**config.mk**
```make
export PLATFORM = sky130hd
export DESIGN_NAME = gamepad_init_handshake_sequencer_flat
export DESIGN_NICKNAME = d
export VERILOG_FILES = /design/src/gihs_pkg.sv /design/src/gihs_req_if.sv /design/src/gihs_rsp_if.sv /design/src/gihs_step.sv /design/src/gamepad_init_handshake_sequencer.sv /design/src/flat_wrapper.sv
export VERILOG_INCLUDE_DIRS = /design/src /design/src/src
export SDC_FILE = /design/constraint.sdc
export NUM_CORES = 1
export LEC_CHECK = 0
export ABC_AREA = 1
export BUFFER_PORTS_ARGS = -buffer_cell sky130_fd_sc_hd__buf_2
export CAP_MARGIN = 20
export CORE_UTILIZATION = 60
export CTS_BUF_LIST = sky130_fd_sc_hd__clkbuf_4
export CTS_CLUSTER_DIAMETER = 150
export DETAILED_ROUTE_END_ITERATION = 7
export PLACE_DENSITY = 0.88
export SETUP_SLACK_MARGIN = 0.05
export SYNTH_ARGS = -nofsm -noshare
export SYNTH_HDL_FRONTEND = slang
export SYNTH_SLANG_ARGS = --single-unit
export TNS_END_PERCENT = 1
```
**constraint.sdc**
```tcl
create_clock -name clock -period 4.48 [get_ports clock]
set_input_delay 0.896 -clock clock [delete_from_list [all_inputs] [get_ports clock]]
set_output_delay 0.896 -clock clock [all_outputs]
set_load 0.02 [all_outputs]
```
**src/gamepad_init_handshake_sequencer_defines.svh**
```systemverilog
// Assertion macros shared by the gamepad setup sequencer RTL.
// Included by files that check their own logic; needs nothing else.
`ifndef GAMEPAD_INIT_HANDSHAKE_SEQUENCER_DEFINES_SVH
`define GAMEPAD_INIT_HANDSHAKE_SEQUENCER_DEFINES_SVH
`ifndef ASSERT_OFF
// Property checked at every clock edge outside reset.
`define GIHS_ASSERT_RST(label, clk, rst, prop, msg) \
   label: assert property (@(posedge clk) disable iff (rst) prop) else $error(msg);
// Property checked at every clock edge, reset included.
`define GIHS_ASSERT_CLK(label, clk, prop, msg) \
   label: assert property (@(posedge clk) prop) else $error(msg);
`else
`define GIHS_ASSERT_RST(label, clk, rst, prop, msg)
`define GIHS_ASSERT_CLK(label, clk, prop, msg)
`endif
`endif

```
**src/gihs_pkg.sv**
```systemverilog
// Types, codes and constants of the gamepad setup sequencer.
// Used by the step logic and the top level.
package gihs_pkg;

   localparam logic [15:0] VENDOR_ID      = 16'h057e;
   localparam logic [15:0] PRODUCT_PAD    = 16'h2009;
   localparam logic [15:0] PRODUCT_GRIP   = 16'h200e;
   localparam logic [7:0]  REPORT_ID_FULL = 8'h30;
   localparam logic [7:0]  REPLY_CMD      = 8'h81;
   localparam logic [7:0]  REPLY_SUB      = 8'h21;
   localparam logic [7:0]  HEAD_PLAIN     = 8'h80;
   localparam logic [7:0]  HEAD_SUB       = 8'h01;
   localparam logic [6:0]  LEN_PLAIN      = 7'd2;
   localparam logic [6:0]  LEN_SUB        = 7'd64;

   // Plain command codes and subcommand ids.
   localparam logic [7:0]  CMD_MAC        = 8'h01;
   localparam logic [7:0]  CMD_HANDSHAKE  = 8'h02;
   localparam logic [7:0]  CMD_BAUDRATE   = 8'h03;
   localparam logic [7:0]  CMD_NO_TIMEOUT = 8'h04;
   localparam logic [7:0]  SUB_NO_TIMEOUT = 8'h33;
   localparam logic [7:0]  SUB_PLAYER_LED = 8'h30;
   localparam logic [7:0]  SUB_HOME_LED   = 8'h38;
   localparam logic [7:0]  SUB_RPT_MODE   = 8'h03;
   localparam logic [31:0] ARG_HOME_LED   = 32'h00f0_f001;
   localparam logic [31:0] ARG_RPT_MODE   = 32'h0000_0030;

   // Protocol states: each stage has an OUT, an IN and a receive state.
   localparam logic [4:0] ST_CONNECTED = 5'd0;
   localparam logic [4:0] ST_MAC_OUT   = 5'd1;
   localparam logic [4:0] ST_MAC_IN    = 5'd2;
   localparam logic [4:0] ST_MAC_RX    = 5'd3;
   localparam logic [4:0] ST_HS_OUT    = 5'd4;
   localparam logic [4:0] ST_HS_IN     = 5'd5;
   localparam logic [4:0] ST_HS_RX     = 5'd6;
   localparam logic [4:0] ST_BAUD_OUT  = 5'd7;
   localparam logic [4:0] ST_BAUD_IN   = 5'd8;
   localparam logic [4:0] ST_BAUD_RX   = 5'd9;
   localparam logic [4:0] ST_HS2_OUT   = 5'd10;
   localparam logic [4:0] ST_HS2_IN    = 5'd11;
   localparam logic [4:0] ST_HS2_RX    = 5'd12;
   localparam logic [4:0] ST_NTO_OUT   = 5'd13;
   localparam logic [4:0] ST_NTO_IN    = 5'd14;
   localparam logic [4:0] ST_NTO_RX    = 5'd15;
   localparam logic [4:0] ST_NTO2_OUT  = 5'd16;
   localparam logic [4:0] ST_NTO2_IN   = 5'd17;
   localparam logic [4:0] ST_NTO2_RX   = 5'd18;
   localparam logic [4:0] ST_PLED_OUT  = 5'd19;
   localparam logic [4:0] ST_PLED_IN   = 5'd20;
   localparam logic [4:0] ST_PLED_RX   = 5'd21;
   localparam logic [4:0] ST_HLED_OUT  = 5'd22;
   localparam logic [4:0] ST_HLED_IN   = 5'd23;
   localparam logic [4:0] ST_HLED_RX   = 5'd24;
   localparam logic [4:0] ST_RMODE_OUT = 5'd25;
   localparam logic [4:0] ST_RMODE_IN  = 5'd26;
   localparam logic [4:0] ST_RMODE_RX  = 5'd27;
   localparam logic [4:0] ST_INIT      = 5'd28;

   typedef enum logic [1:0] {
      OP_CONNECT = 2'd0,
      OP_POLL    = 2'd1,
      OP_PACKET  = 2'd2,
      OP_NAK     = 2'd3
   } op_type;

   typedef enum logic [2:0] {
      ACT_NONE      = 3'd0,
      ACT_SEND_OUT  = 3'd1,
      ACT_REQ_IN    = 3'd2,
      ACT_FORWARD   = 3'd3,
      ACT_ABSORBED  = 3'd4,
      ACT_UNCLAIMED = 3'd5
   } action_type;

   typedef struct packed {
      op_type      operation;
      logic [15:0] vendor_id;
      logic [15:0] product_id;
      logic [7:0]  rx_byte0;
      logic [7:0]  rx_byte1;
      logic [7:0]  rx_byte3;
      logic [7:0]  rx_byte4;
      logic [7:0]  rx_byte14;
   } req_type;

   typedef struct packed {
      action_type  action;
      logic [1:0]  endpoint;
      logic [6:0]  out_length;
      logic [7:0]  head_byte;
      logic [7:0]  second_byte;
      logic [7:0]  subcommand_id;
      logic [31:0] argument_bytes;
      logic [7:0]  merged_byte3;
      logic [7:0]  merged_byte4;
      logic        initialized;
   } rsp_type;

   typedef struct packed {
      logic       device_claimed;
      logic       is_charging_grip;
      logic [4:0] protocol_state;
      logic       second_half_phase;
      logic [7:0] held_byte3;
      logic [7:0] held_byte4;
      logic [7:0] packet_counter;
   } seq_state_type;

endpackage

```
**src/gihs_req_if.sv**
```systemverilog
// Input channel of the gamepad setup sequencer: valid, ready and one event.
// Depends on nothing else.
interface gihs_req_if;
   logic        valid;
   logic        ready;
   logic [1:0]  operation;
   logic [15:0] vendor_id;
   logic [15:0] product_id;
   logic [7:0]  rx_byte0;
   logic [7:0]  rx_byte1;
   logic [7:0]  rx_byte3;
   logic [7:0]  rx_byte4;
   logic [7:0]  rx_byte14;

   modport source (
      output valid, operation, vendor_id, product_id,
      output rx_byte0, rx_byte1, rx_byte3, rx_byte4, rx_byte14,
      input  ready
   );
   modport sink (
      input  valid, operation, vendor_id, product_id,
      input  rx_byte0, rx_byte1, rx_byte3, rx_byte4, rx_byte14,
      output ready
   );
endinterface

```
**src/gihs_rsp_if.sv**
```systemverilog
// Result channel of the gamepad setup sequencer: valid, ready and one result.
// Depends on nothing else.
interface gihs_rsp_if;
   logic        valid;
   logic        ready;
   logic [2:0]  action;
   logic [1:0]  endpoint;
   logic [6:0]  out_length;
   logic [7:0]  head_byte;
   logic [7:0]  second_byte;
   logic [7:0]  subcommand_id;
   logic [31:0] argument_bytes;
   logic [7:0]  merged_byte3;
   logic [7:0]  merged_byte4;
   logic        initialized;

   modport source (
      output valid, action, endpoint, out_length, head_byte, second_byte,
      output subcommand_id, argument_bytes, merged_byte3, merged_byte4, initialized,
      input  ready
   );
   modport sink (
      input  valid, action, endpoint, out_length, head_byte, second_byte,
      input  subcommand_id, argument_bytes, merged_byte3, merged_byte4, initialized,
      output ready
   );
endinterface

```
**src/gihs_step.sv**
```systemverilog
// Next-state and result logic for one event of the setup sequencer.
// Depends on gihs_pkg.
module gihs_step (
   input  gihs_pkg::req_type       req,
   input  gihs_pkg::seq_state_type state_cur,
   input  logic                    port_index,
   output gihs_pkg::seq_state_type state_nxt,
   output gihs_pkg::rsp_type       rsp
);
   import gihs_pkg::*;

   logic [4:0] state_inc;
   logic [4:0] state_dec;
   logic       ack_waits;
   logic       ack_ok;
   logic       cmd_reply;
   logic       sub_reply;

   assign state_inc = state_cur.protocol_state + 5'd1;
   assign state_dec = (state_cur.protocol_state == ST_CONNECTED) ?
                      ST_CONNECTED : state_cur.protocol_state - 5'd1;
   assign cmd_reply = (req.rx_byte0 == REPLY_CMD);
   assign sub_reply = (req.rx_byte0 == REPLY_SUB);

   // Expected acknowledge of each receive state.
   always_comb begin
      ack_waits = 1'b1;
      ack_ok    = 1'b0;
      unique case (state_cur.protocol_state)
         ST_MAC_RX:                ack_ok = cmd_reply && (req.rx_byte1 == CMD_MAC);
         ST_HS_RX, ST_HS2_RX:      ack_ok = cmd_reply && (req.rx_byte1 == CMD_HANDSHAKE);
         ST_BAUD_RX:               ack_ok = cmd_reply && (req.rx_byte1 == CMD_BAUDRATE);
         ST_NTO_RX:                ack_ok = 1'b1;
         ST_NTO2_RX:               ack_ok = sub_reply && (req.rx_byte14 == SUB_NO_TIMEOUT);
         ST_PLED_RX:               ack_ok = sub_reply && (req.rx_byte14 == SUB_PLAYER_LED);
         ST_HLED_RX:               ack_ok = sub_reply && (req.rx_byte14 == SUB_HOME_LED);
         ST_RMODE_RX:              ack_ok = sub_reply && (req.rx_byte14 == SUB_RPT_MODE);
         default:                  ack_waits = 1'b0;
      endcase
   end

   always_comb begin
      state_nxt = state_cur;
      rsp       = '0;
      rsp.action   = ACT_NONE;
      rsp.endpoint = state_cur.second_half_phase ? 2'd2 : 2'd1;

      if (req.operation == OP_CONNECT) begin
         if (req.vendor_id == VENDOR_ID &&
             (req.product_id == PRODUCT_PAD || req.product_id == PRODUCT_GRIP)) begin
            state_nxt.device_claimed   = 1'b1;
            state_nxt.is_charging_grip = (req.product_id == PRODUCT_GRIP);
            state_nxt.protocol_state   = ST_CONNECTED;
         end else begin
            state_nxt.device_claimed = 1'b0;
            rsp.action               = ACT_UNCLAIMED;
         end
      end else if (!state_cur.device_claimed) begin
         rsp.action = ACT_UNCLAIMED;
      end else if (req.operation == OP_POLL) begin
         unique case (state_cur.protocol_state) inside
            ST_CONNECTED: begin
               state_nxt.second_half_phase = 1'b0;
               state_nxt.held_byte3        = '0;
               state_nxt.held_byte4        = '0;
               state_nxt.protocol_state    = ST_MAC_OUT;
            end
            ST_INIT: begin
               rsp.action = ACT_REQ_IN;
               if (state_cur.is_charging_grip) begin
                  state_nxt.second_half_phase = ~state_cur.second_half_phase;
               end
            end
            ST_MAC_IN, ST_HS_IN, ST_BAUD_IN, ST_HS2_IN, ST_NTO_IN, ST_NTO2_IN,
            ST_PLED_IN, ST_HLED_IN, ST_RMODE_IN: begin
               rsp.action               = ACT_REQ_IN;
               state_nxt.protocol_state = state_inc;
            end
            ST_MAC_OUT, ST_HS_OUT, ST_HS2_OUT, ST_BAUD_OUT, ST_NTO_OUT: begin
               rsp.action               = ACT_SEND_OUT;
               rsp.out_length           = LEN_PLAIN;
               rsp.head_byte            = HEAD_PLAIN;
               state_nxt.protocol_state = state_inc;
               case (state_cur.protocol_state)
                  ST_MAC_OUT:  rsp.second_byte = CMD_MAC;
                  ST_BAUD_OUT: rsp.second_byte = CMD_BAUDRATE;
                  ST_NTO_OUT:  rsp.second_byte = CMD_NO_TIMEOUT;
                  default:     rsp.second_byte = CMD_HANDSHAKE;
               endcase
            end
            ST_NTO2_OUT, ST_PLED_OUT, ST_HLED_OUT, ST_RMODE_OUT: begin
               rsp.action               = ACT_SEND_OUT;
               rsp.out_length           = LEN_SUB;
               rsp.head_byte            = HEAD_SUB;
               rsp.second_byte          = state_cur.packet_counter;
               state_nxt.packet_counter = state_cur.packet_counter + 8'd1;
               state_nxt.protocol_state = state_inc;
               case (state_cur.protocol_state)
                  ST_NTO2_OUT: begin
                     rsp.subcommand_id = SUB_NO_TIMEOUT;
                  end
                  ST_PLED_OUT: begin
                     rsp.subcommand_id  = SUB_PLAYER_LED;
                     rsp.argument_bytes = 32'(port_index) + 32'd1;
                  end
                  ST_HLED_OUT: begin
                     rsp.subcommand_id  = SUB_HOME_LED;
                     rsp.argument_bytes = ARG_HOME_LED;
                  end
                  default: begin
                     rsp.subcommand_id  = SUB_RPT_MODE;
                     rsp.argument_bytes = ARG_RPT_MODE;
                  end
               endcase
            end
            // Receive states and the unused codes above the initialized state.
            default: ;
         endcase
      end else if (req.operation == OP_NAK) begin
         if (state_cur.protocol_state != ST_INIT) begin
            state_nxt.protocol_state = state_dec;
         end
      end else if (state_cur.protocol_state == ST_INIT &&
                   req.rx_byte0 == REPORT_ID_FULL) begin
         if (state_cur.second_half_phase) begin
            state_nxt.held_byte3 = req.rx_byte3;
            state_nxt.held_byte4 = req.rx_byte4;
            rsp.action           = ACT_ABSORBED;
         end else begin
            rsp.action       = ACT_FORWARD;
            rsp.merged_byte3 = req.rx_byte3 | state_cur.held_byte3;
            rsp.merged_byte4 = req.rx_byte4 | state_cur.held_byte4;
         end
      end else if (ack_waits) begin
         if (!ack_ok) begin
            state_nxt.protocol_state = state_dec;
         end else if (state_inc == ST_INIT && state_cur.is_charging_grip &&
                      !state_cur.second_half_phase) begin
            // The grip repeats the whole setup for its second half.
            state_nxt.second_half_phase = 1'b1;
            state_nxt.protocol_state    = ST_MAC_OUT;
         end else begin
            state_nxt.protocol_state = state_inc;
         end
      end

      rsp.initialized = (state_nxt.protocol_state == ST_INIT);
   end
endmodule

```
**src/gamepad_init_handshake_sequencer.sv**
```systemverilog
// Top level of the gamepad setup sequencer: input register, step logic,
// sequencer state and result register. Depends on gihs_pkg, gihs_req_if,
// gihs_rsp_if, gihs_step and gamepad_init_handshake_sequencer_defines.svh.
//
//   channel   direction  handshake        contents
//   req_chan  in         valid / ready    event code, descriptor ids, packet bytes
//   rsp_chan  out        valid / ready    action, OUT command fields, merged report
//   csr_*     in         write enable     port index (player LED pattern)
//
// Every event yields one result: the input register holds the event, then the
// step logic writes the result register and the state.
// One event per cycle is taken while the result side keeps up; a stall holds
// the result register, then the input register, then drops req_chan.ready.
// Reset clears the state, the port index and both valid flags at once.
`include "gamepad_init_handshake_sequencer_defines.svh"

module gamepad_init_handshake_sequencer (
   input  logic              clock,
   input  logic              reset,
   gihs_req_if.sink          req_chan,
   gihs_rsp_if.source        rsp_chan,
   input  logic              csr_write_enable,
   input  logic              csr_write_data
);
   import gihs_pkg::*;

   req_type       req_ff;
   req_type       req_in;
   logic          req_valid_ff;
   rsp_type       rsp_ff;
   rsp_type       rsp_in;
   logic          rsp_valid_ff;
   seq_state_type state_ff;
   seq_state_type state_in;
   logic          port_index_ff;
   logic          rsp_free;
   logic          step_go;
   logic          req_take;

   assign rsp_free = !rsp_valid_ff || rsp_chan.ready;
   assign step_go  = req_valid_ff && rsp_free;
   assign req_chan.ready = !req_valid_ff || step_go;
   assign req_take = req_chan.valid && req_chan.ready;

   always_comb begin
      req_in.operation  = op_type'(req_chan.operation);
      req_in.vendor_id  = req_chan.vendor_id;
      req_in.product_id = req_chan.product_id;
      req_in.rx_byte0   = req_chan.rx_byte0;
      req_in.rx_byte1   = req_chan.rx_byte1;
      req_in.rx_byte3   = req_chan.rx_byte3;
      req_in.rx_byte4   = req_chan.rx_byte4;
      req_in.rx_byte14  = req_chan.rx_byte14;
   end

   gihs_step u_step (
      .req        (req_ff),
      .state_cur  (state_ff),
      .port_index (port_index_ff),
      .state_nxt  (state_in),
      .rsp        (rsp_in)
   );

   always_ff @(posedge clock) begin
      if (reset) begin
         req_valid_ff  <= 1'b0;
         rsp_valid_ff  <= 1'b0;
         state_ff      <= '0;
         port_index_ff <= 1'b0;
      end else begin
         if (req_chan.ready) begin
            req_valid_ff <= req_chan.valid;
         end
         if (rsp_free) begin
            rsp_valid_ff <= req_valid_ff;
         end
         if (step_go) begin
            state_ff <= state_in;
         end
         if (csr_write_enable) begin
            port_index_ff <= csr_write_data;
         end
      end
   end

   always_ff @(posedge clock) begin
      if (req_take) begin
         req_ff <= req_in;
      end
      if (step_go) begin
         rsp_ff <= rsp_in;
      end
   end

   assign rsp_chan.valid          = rsp_valid_ff;
   assign rsp_chan.action         = rsp_ff.action;
   assign rsp_chan.endpoint       = rsp_ff.endpoint;
   assign rsp_chan.out_length     = rsp_ff.out_length;
   assign rsp_chan.head_byte      = rsp_ff.head_byte;
   assign rsp_chan.second_byte    = rsp_ff.second_byte;
   assign rsp_chan.subcommand_id  = rsp_ff.subcommand_id;
   assign rsp_chan.argument_bytes = rsp_ff.argument_bytes;
   assign rsp_chan.merged_byte3   = rsp_ff.merged_byte3;
   assign rsp_chan.merged_byte4   = rsp_ff.merged_byte4;
   assign rsp_chan.initialized    = rsp_ff.initialized;

   // A pending transaction always reflects the state its own event left behind.
   `GIHS_ASSERT_RST(a_init_matches_state, clock, reset,
      rsp_valid_ff |-> (rsp_ff.initialized == (state_ff.protocol_state == ST_INIT)),
      "initialized flag disagrees with the protocol state")
   `GIHS_ASSERT_RST(a_transfer_needs_claim, clock, reset,
      rsp_valid_ff && (rsp_ff.action == ACT_SEND_OUT || rsp_ff.action == ACT_REQ_IN)
         |-> state_ff.device_claimed,
      "transfer issued for an unclaimed device")
   `GIHS_ASSERT_RST(a_counter_on_subcommand, clock, reset,
      (state_ff.packet_counter != $past(state_ff.packet_counter))
         |-> (rsp_valid_ff && rsp_ff.out_length == LEN_SUB),
      "packet counter moved without a subcommand packet")
endmodule
```
**src/flat_wrapper.sv**
```systemverilog
// flat-port wrapper written by rule: the top's interface ports become plain ports
module gamepad_init_handshake_sequencer_flat import gihs_pkg::*;
  (clock, reset, csr_write_enable, csr_write_data, req_chan_valid, req_chan_operation, req_chan_vendor_id, req_chan_product_id, req_chan_rx_byte0, req_chan_rx_byte1, req_chan_rx_byte3, req_chan_rx_byte4, req_chan_rx_byte14, req_chan_ready, rsp_chan_valid, rsp_chan_action, rsp_chan_endpoint, rsp_chan_out_length, rsp_chan_head_byte, rsp_chan_second_byte, rsp_chan_subcommand_id, rsp_chan_argument_bytes, rsp_chan_merged_byte3, rsp_chan_merged_byte4, rsp_chan_initialized, rsp_chan_ready);
  gihs_req_if req_chan_i ();
  gihs_rsp_if rsp_chan_i ();
  input  logic clock;
  input  logic reset;
  input  logic csr_write_enable;
  input  logic csr_write_data;
  input wire logic [$bits(req_chan_i.valid)-1:0] req_chan_valid;
  input wire logic [$bits(req_chan_i.operation)-1:0] req_chan_operation;
  input wire logic [$bits(req_chan_i.vendor_id)-1:0] req_chan_vendor_id;
  input wire logic [$bits(req_chan_i.product_id)-1:0] req_chan_product_id;
  input wire logic [$bits(req_chan_i.rx_byte0)-1:0] req_chan_rx_byte0;
  input wire logic [$bits(req_chan_i.rx_byte1)-1:0] req_chan_rx_byte1;
  input wire logic [$bits(req_chan_i.rx_byte3)-1:0] req_chan_rx_byte3;
  input wire logic [$bits(req_chan_i.rx_byte4)-1:0] req_chan_rx_byte4;
  input wire logic [$bits(req_chan_i.rx_byte14)-1:0] req_chan_rx_byte14;
  output wire logic [$bits(req_chan_i.ready)-1:0] req_chan_ready;
  output wire logic [$bits(rsp_chan_i.valid)-1:0] rsp_chan_valid;
  output wire logic [$bits(rsp_chan_i.action)-1:0] rsp_chan_action;
  output wire logic [$bits(rsp_chan_i.endpoint)-1:0] rsp_chan_endpoint;
  output wire logic [$bits(rsp_chan_i.out_length)-1:0] rsp_chan_out_length;
  output wire logic [$bits(rsp_chan_i.head_byte)-1:0] rsp_chan_head_byte;
  output wire logic [$bits(rsp_chan_i.second_byte)-1:0] rsp_chan_second_byte;
  output wire logic [$bits(rsp_chan_i.subcommand_id)-1:0] rsp_chan_subcommand_id;
  output wire logic [$bits(rsp_chan_i.argument_bytes)-1:0] rsp_chan_argument_bytes;
  output wire logic [$bits(rsp_chan_i.merged_byte3)-1:0] rsp_chan_merged_byte3;
  output wire logic [$bits(rsp_chan_i.merged_byte4)-1:0] rsp_chan_merged_byte4;
  output wire logic [$bits(rsp_chan_i.initialized)-1:0] rsp_chan_initialized;
  input wire logic [$bits(rsp_chan_i.ready)-1:0] rsp_chan_ready;
  assign req_chan_i.valid = req_chan_valid;
  assign req_chan_i.operation = req_chan_operation;
  assign req_chan_i.vendor_id = req_chan_vendor_id;
  assign req_chan_i.product_id = req_chan_product_id;
  assign req_chan_i.rx_byte0 = req_chan_rx_byte0;
  assign req_chan_i.rx_byte1 = req_chan_rx_byte1;
  assign req_chan_i.rx_byte3 = req_chan_rx_byte3;
  assign req_chan_i.rx_byte4 = req_chan_rx_byte4;
  assign req_chan_i.rx_byte14 = req_chan_rx_byte14;
  assign req_chan_ready = req_chan_i.ready;
  assign rsp_chan_valid = rsp_chan_i.valid;
  assign rsp_chan_action = rsp_chan_i.action;
  assign rsp_chan_endpoint = rsp_chan_i.endpoint;
  assign rsp_chan_out_length = rsp_chan_i.out_length;
  assign rsp_chan_head_byte = rsp_chan_i.head_byte;
  assign rsp_chan_second_byte = rsp_chan_i.second_byte;
  assign rsp_chan_subcommand_id = rsp_chan_i.subcommand_id;
  assign rsp_chan_argument_bytes = rsp_chan_i.argument_bytes;
  assign rsp_chan_merged_byte3 = rsp_chan_i.merged_byte3;
  assign rsp_chan_merged_byte4 = rsp_chan_i.merged_byte4;
  assign rsp_chan_initialized = rsp_chan_i.initialized;
  assign rsp_chan_i.ready = rsp_chan_ready;
  gamepad_init_handshake_sequencer u_core (.clock(clock), .reset(reset), .req_chan(req_chan_i), .rsp_chan(rsp_chan_i), .csr_write_enable(csr_write_enable), .csr_write_data(csr_write_data));
endmodule
```
# [After elaboration in Yosys (flattened, before gate mapping)]
# Index checks and enable logic that the tools add are counted.
[totals] register_bits=194 input_bits=80
[classes] add_sub_neg=4 n_eq_ne=51 mux=38 bitwise_logic=8 n_reduce_logical=41
[op_table] cell="5-bit equality test, second input constant" n=15
[op_table] cell="24-bit case mux with 3 select lines" n=1
[op_table] cell="16-bit two-way mux" n=3
[op_table] cell="23-bit case mux with 2 select lines" n=1
[op_table] cell="5-bit by 4-bit equality test with 1-bit output, second input constant" n=8
[op_table] cell="8-bit by 6-bit equality test with 1-bit output, second input constant" n=5
[op_table] cell="5-bit two-way mux" n=7
[op_table] cell="16-bit by 14-bit equality test with 1-bit output, second input constant" n=2
[op_table] cell="30-bit two-way mux" n=1
[op_table] cell="8-bit by 2-bit equality test with 1-bit output, second input constant" n=3
[op_table] cell="22-bit two-way mux" n=1
[op_table] cell="3-bit two-way mux" n=7
[op_table] cell="5-bit by 3-bit equality test with 1-bit output, second input constant" n=4
[op_table] cell="6-bit case mux with 3 select lines" n=1
[op_table] cell="18-bit OR reduction" n=1
[op_table] cell="9-bit OR reduction" n=2
[op_table] cell="17-bit two-way mux" n=1
[op_table] cell="16-bit by 11-bit equality test with 1-bit output, second input constant" n=1
[op_table] cell="8-bit two-way mux" n=2
[op_table] cell="8-bit OR" n=2
[op_table] cell="1-bit logical AND" n=13
[op_table] cell="6-bit two-way mux" n=2
[op_table] cell="5-bit by 2-bit equality test with 1-bit output, second input constant" n=2
[op_table] cell="5-bit case mux with 2 select lines" n=1
[op_table] cell="35 further kinds" n=56

# [Longest topological paths before layout]
[logic_depth] word_depth=13 ltp_mapped=21 mapped_depth_nobuf=21

# [Modules after synthesis]
# From an unflattened synthesis, not the netlist that was laid out.
[hier_totals] hier_cells=919 hier_area_um2=9069.9
[modules_own_cells] mod="gamepad_init_handshake_sequencer" instances=1 cells_each=385 area_each_um2=6343.6
[modules_own_cells] mod="gihs_step" instances=1 cells_each=534 area_each_um2=2726.4

# [Worst setup path before layout]
# No wires, ideal clock.
[synth_path] path_kind="input-to-reg" start="in rsp_chan_ready" end="reg u_core.req_ff[0] in the netlist's numbering (enable)" setup_ps=428 arrival_ps=2697 required_time_ps=4052 slack_ps=1355 cell_stages=4 path_cell_list="inv_1 -> nand3_1 -> nand2_1 -> inv_1"
[synth_via] elab_chain_len=4
[synth_rtl] element="start, declared" line_no="flat_wrapper.sv:31" text="input wire logic [$bits(rsp_chan_i.ready)-1:0] rsp_chan_ready;"
[synth_rtl] element="1-bit logical OR" line_no="gamepad_init_handshake_sequencer.sv:40" text="assign rsp_free = !rsp_valid_ff || rsp_chan.ready;"
[synth_rtl] element="1-bit logical AND" line_no="gamepad_init_handshake_sequencer.sv:41" text="assign step_go = req_valid_ff && rsp_free;"
[synth_rtl] element="1-bit logical OR" line_no="gamepad_init_handshake_sequencer.sv:42" text="assign req_chan.ready = !req_valid_ff || step_go;"
[synth_rtl] element="net req_chan_ready" line_no="flat_wrapper.sv:19" text="output wire logic [$bits(req_chan_i.ready)-1:0] req_chan_ready;"
[synth_rtl] element="1-bit logical AND" line_no="gamepad_init_handshake_sequencer.sv:43" text="assign req_take = req_chan.valid && req_chan.ready;"
[synth_rtl] element="net u_core.req_take" line_no="gamepad_init_handshake_sequencer.sv:38" text="logic req_take;"
[synth_rtl] element="end signal, assigned" line_no="gamepad_init_handshake_sequencer.sv:88" text="req_ff <= req_in;"
[synth_rtl] element="end, declared" line_no="gamepad_init_handshake_sequencer.sv:27" text="req_type req_ff;"
# The timed path passes the listed nets, and every way through them passes these cells.
# A chain may end at the register's enable or synchronous reset.

# [Worst setup path after layout]
[layout_path] start="reg u_core.state_ff[25] in the netlist's numbering" end="reg u_core.state_ff[22] in the netlist's numbering"
[layout_via] elab_chain_len=4 elab_cells_between_ends=6
[layout_rtl] element="start, declared" line_no="gamepad_init_handshake_sequencer.sv:33" text="seq_state_type state_ff;"
[layout_rtl] element="start signal, assigned" line_no="gamepad_init_handshake_sequencer.sv:78" text="state_ff <= state_in;"
[layout_rtl] element="5-bit equality test" line_no="gihs_step.sv:123" text="end else if (state_cur.protocol_state == ST_INIT &&"
[layout_rtl] element="1-bit logical AND" line_no="gihs_step.sv:123"
[layout_rtl] element="2-bit nonzero test (no source line)"
[layout_rtl] element="7-bit AND reduction (no source line) (*)"
# Every way passes the cells marked *; elsewhere a longest branch is shown, timed or not.

==> impl_metrics.xml <==
<?xml version="1.0" encoding="UTF-8"?>
<metrics>
  <group name="place">
    <metric name="hpwl" unit="mm">9.48</metric>
    <metric name="placedCellCount" unit="">959</metric>
    <metric name="routabilityCongestion" unit="">0.908</metric>
    <metric name="pre_cts_ws" unit="ns">1.45</metric>
    <metric name="port_buffers" unit="">132</metric>
  </group>
  <group name="routing">
    <metric name="antenna_violating_nets_post_route" unit="">0</metric>
    <metric name="drt_wl_total" unit="mm">13.3</metric>
    <metric name="detail_route.vias_per_cell" unit="">5.26</metric>
    <metric name="drtPass1Iterations" unit="">5</metric>
    <metric name="vias" unit="">5212</metric>
    <metric name="detail_route.drc_violations" unit="">0</metric>
    <metric name="wl_per_cell" unit="um">13.4</metric>
    <metric name="drt-initial-drc-count" unit="">472</metric>
  </group>
  <group name="synthesis">
    <metric name="yosysTopAreaCell" unit="">sky130_fd_sc_hd__edfxtp_1</metric>
    <metric name="synth_edf_count" unit="">112</metric>
    <metric name="synth_sequential_area_ratio" unit="">0.589</metric>
    <metric name="synth.top_cells.by_count" unit="">sky130_fd_sc_hd__nand2_1 (132), sky130_fd_sc_hd__edfxtp_1 (112), sky130_fd_sc_hd__nor2_1 (88)</metric>
    <metric name="syn_area" unit="sq mm">0.00690</metric>
    <metric name="synth_async_sr_flop_share" unit="">0</metric>
    <metric name="synthMostInstantiatedCell" unit="">sky130_fd_sc_hd__nand2_1</metric>
    <metric name="syn_avg_cell_area" unit="sq um">9.65</metric>
    <metric name="synthCells" unit="">715</metric>
    <metric name="number_of_warnings_reported_in_the_yosys_synthesis_log" unit="">0</metric>
    <metric name="synth.top_cells.by_area" unit="">sky130_fd_sc_hd__edfxtp_1 (49%), sky130_fd_sc_hd__dfxtp_1 (10%), sky130_fd_sc_hd__nand2_1 (7.2%)</metric>
    <metric name="yosys_most_used_dff" unit="">sky130_fd_sc_hd__edfxtp_1</metric>
    <metric name="flip_flop_and_latch_count_after_synthesis" unit="">147</metric>
    <metric name="yosys_top_cell_area_share" unit="">0.488</metric>
    <metric name="ys_types" unit="">40</metric>
  </group>
  <group name="clock_network">
    <metric name="postCtsHoldBufs" unit="">0</metric>
    <metric name="clock-root-buffer" unit="">sky130_fd_sc_hd__clkbuf_4</metric>
    <metric name="clock_tree_from_tritoncts" unit="">done</metric>
    <metric name="tritoncts.num_buffers" unit="">17</metric>
    <metric name="max_buffers_root_to_sink" unit="">2</metric>
    <metric name="postCtsSetupRepairBufs" unit="">0</metric>
    <metric name="htree_num_levels" unit="">4</metric>
    <metric name="clock_network_latency_to_the_later_pin_of_the_worst_skew_pair" unit="ns">0.55</metric>
    <metric name="cts.clk_slew.worst_paths" unit="ns">0.14</metric>
    <metric name="cts_resized" unit="">0</metric>
    <metric name="cts.sink_count" unit="">147</metric>
  </group>
  <group name="min_path">
    <metric name="min_path_type" unit="">reg -&gt; reg</metric>
  </group>
  <group name="floorplan">
    <metric name="design.core.area" unit="sq mm">0.0110</metric>
    <metric name="io_pins" unit="">167</metric>
    <metric name="floorplan.initialDensity" unit="">0.625</metric>
    <metric name="floorplan.die.width" unit="um">109</metric>
    <metric name="die_height" unit="um">109</metric>
    <metric name="num_rows" unit="">38</metric>
    <metric name="die_area" unit="sq mm">0.0119</metric>
  </group>
  <group name="grt">
    <metric name="grt_max_degree" unit="">75</metric>
    <metric name="grt_pass1_wl" unit="mm">21.3</metric>
    <metric name="track_usage" unit="">0.239</metric>
    <metric name="grt.overflow.total" unit="">0</metric>
    <metric name="via_count_of_the_first_global_routing_pass" unit="">4758</metric>
    <metric name="antenna_found_initial" unit="">0</metric>
  </group>
  <group name="timing">
    <metric name="fmaxAchievable" unit="MHz">336</metric>
    <metric name="setup_viol_count_final" unit="">0</metric>
    <metric name="setup_tns" unit="ns">0</metric>
    <metric name="post-route-min-period" unit="ns">2.98</metric>
    <metric name="timing.slew.headroom" unit="">0.403</metric>
    <metric name="final-max-slew-violation-count" unit="">0</metric>
    <metric name="final_hold_viol_count" unit="">0</metric>
    <metric name="finalClockSkew" unit="ns">0.0335</metric>
    <metric name="worst_slack" unit="ns">1.50</metric>
    <metric name="slew_at_the_pin_with_the_worst_max_slew_slack" unit="ns">0.895</metric>
    <metric name="period_share" unit="">0.665</metric>
    <metric name="rsz_0062_raised_after_global_routing" unit="">no</metric>
  </group>
  <group name="critical_path">
    <metric name="worst_path_max_delay_cell" unit="">sky130_fd_sc_hd__dfxtp_1</metric>
    <metric name="critical_path.startpoint_type" unit="">flip-flop</metric>
    <metric name="path_max_fanout" unit="">17</metric>
    <metric name="worst-path-buf-inv" unit="">3</metric>
    <metric name="timing.critical_path.to_type" unit="">flip-flop</metric>
    <metric name="path_class" unit="">reg -&gt; reg</metric>
    <metric name="cp_data_required_time" unit="ns">4.96</metric>
    <metric name="timing.critical_path.max_delay_family" unit="">simple AND/OR/NAND/NOR gates</metric>
    <metric name="worst_ep_arrival_time" unit="ns">3.46</metric>
    <metric name="path_cells" unit="">inv_1, ha_1, nand4_1, inv_2, nand4_1, nand2_1, nand4_2, inv_2, nand3_1, a21oi_1</metric>
    <metric name="slowest_delay" unit="ns">0.42</metric>
  </group>
  <group name="power">
    <metric name="power_leakage" unit="uW">0.00322</metric>
    <metric name="pwr_density_cell" unit="mW/mm^2">346</metric>
    <metric name="irDropWorstVdd" unit="V">0.000363</metric>
  </group>
  <group name="layout">
    <metric name="num_antenna_cells" unit="">0</metric>
    <metric name="synthToLayoutAreaGrowth" unit="%">12.0</metric>
    <metric name="layoutNonFillerInstCount" unit="">991</metric>
    <metric name="num-fill-cells" unit="">833</metric>
    <metric name="design.final.nets" unit="">929</metric>
    <metric name="drive_above_1_share" unit="">0.229</metric>
  </group>
  <group name="run_status">
    <metric name="status" unit="">completed</metric>
  </group>
  <group name="flow_run">
    <metric name="cap_viol_max_count" unit="">0</metric>
  </group>
</metrics>
[sequential cells by signal, summed over array words and instances, names as in the netlist]
name / flops
u_core.port_index_ff: 1
u_core.req_ff: 74
u_core.req_valid_ff: 1
u_core.rsp_chan.action: 3
u_core.rsp_chan.argument_bytes: 4
u_core.rsp_chan.endpoint: 2
u_core.rsp_chan.head_byte: 1
u_core.rsp_chan.initialized: 1
u_core.rsp_chan.merged_byte3: 8
u_core.rsp_chan.merged_byte4: 8
u_core.rsp_chan.out_length: 1
u_core.rsp_chan.second_byte: 8
u_core.rsp_chan.subcommand_id: 2
u_core.rsp_chan.valid: 1
u_core.state_ff: 32
[layout make-up]
class / count / area (sq um) / share of cell area
Sequential cell: 147 / 4060 / 0.526
Clock inverter: 15 / 155 / 0.0201
Clock buffer: 17 / 128 / 0.0165
Multi-Input combinational cell: 461 / 2230 / 0.289
Timing Repair Buffer: 135 / 683 / 0.0884
Tap cell: 140 / 175 / 0.0227
Inverter: 76 / 288 / 0.0373
[final timing paths]
path	start	endpoint	slack, ns	cells past startpoint
max	u_core.state_ff[25]	u_core.state_ff[22]	1.50	10
min	u_core.state_ff[17]	u_core.state_ff[17]	0.48	2
max reg2reg	u_core.state_ff[25]	u_core.state_ff[22]	1.50	10
min reg2reg	u_core.state_ff[17]	u_core.state_ff[17]	0.48	2
[per-layer routing]
layer	up-vias	track usage	routed length [um]
li1	2581	-	-
met1	2329	0.286	5170
met2	266	0.401	6690
met3	36	0.0753	1130
met4	0	0.101	283
met5	-	0	0
[power breakdown]
group	switching (uW)	internal, uW	total, uW
Combinational	208	91.8	300
Sequential	29.7	1530	1560
Clock	482	334	816
[cell families (layout without fill, tap and decap cells)]
kind of cell,Yosys count,count (layout),share of synthesized area
flops,147,147,0.589
other cells,1,34,0.000544
xor+xnor,4,4,0.00508
buf+inv,140,243,0.105
simple gates,321,321,0.210
compound gates,91,91,0.0698
fa+ha+maj,11,11,0.0200
[worst min-delay path, stage by stage, from the launching register on]
cell                      delay, ns
sky130_fd_sc_hd__dfxtp_1       0.33
sky130_fd_sc_hd__nand2_1       0.06
sky130_fd_sc_hd__a21oi_1       0.06
[per-stage QoR]
stage,hold WS [ns],total power [uW],util,instance area (sq um)
finish,0.477,2670,0.700,7720
global route,0.453,2790,0.700,7720
CTS,0.475,2690,0.700,7720
detailed placement,0.457,1880,0.675,7440
global placement,0.448,1880,0.675,7440
floorplan,0.429,1820,-,7020
[layout by cell type, fill, tap and decap left out, types with 5 or more instances in the layout]
cell / Yosys / layout
sky130_fd_sc_hd__buf_2: 3 / 132
sky130_fd_sc_hd__nor4_1: 6 / 6
sky130_fd_sc_hd__nand4_1: 18 / 18
sky130_fd_sc_hd__o21ai_0: 15 / 15
sky130_fd_sc_hd__edfxtp_1: 112 / 112
sky130_fd_sc_hd__inv_1: 67 / 66
sky130_fd_sc_hd__o21ai_1: 6 / 6
sky130_fd_sc_hd__ha_1: 11 / 11
sky130_fd_sc_hd__nor2_1: 88 / 88
sky130_fd_sc_hd__conb_1: 1 / 34
sky130_fd_sc_hd__dfxtp_1: 35 / 35
sky130_fd_sc_hd__nand2_2: 5 / 5
sky130_fd_sc_hd__nand3_1: 50 / 50
sky130_fd_sc_hd__clkbuf_4: 0 / 17
sky130_fd_sc_hd__nand2_1: 132 / 132
sky130_fd_sc_hd__inv_2: 6 / 7
sky130_fd_sc_hd__a21oi_1: 58 / 58
Note: power is estimated with default switching activity, not from simulation.
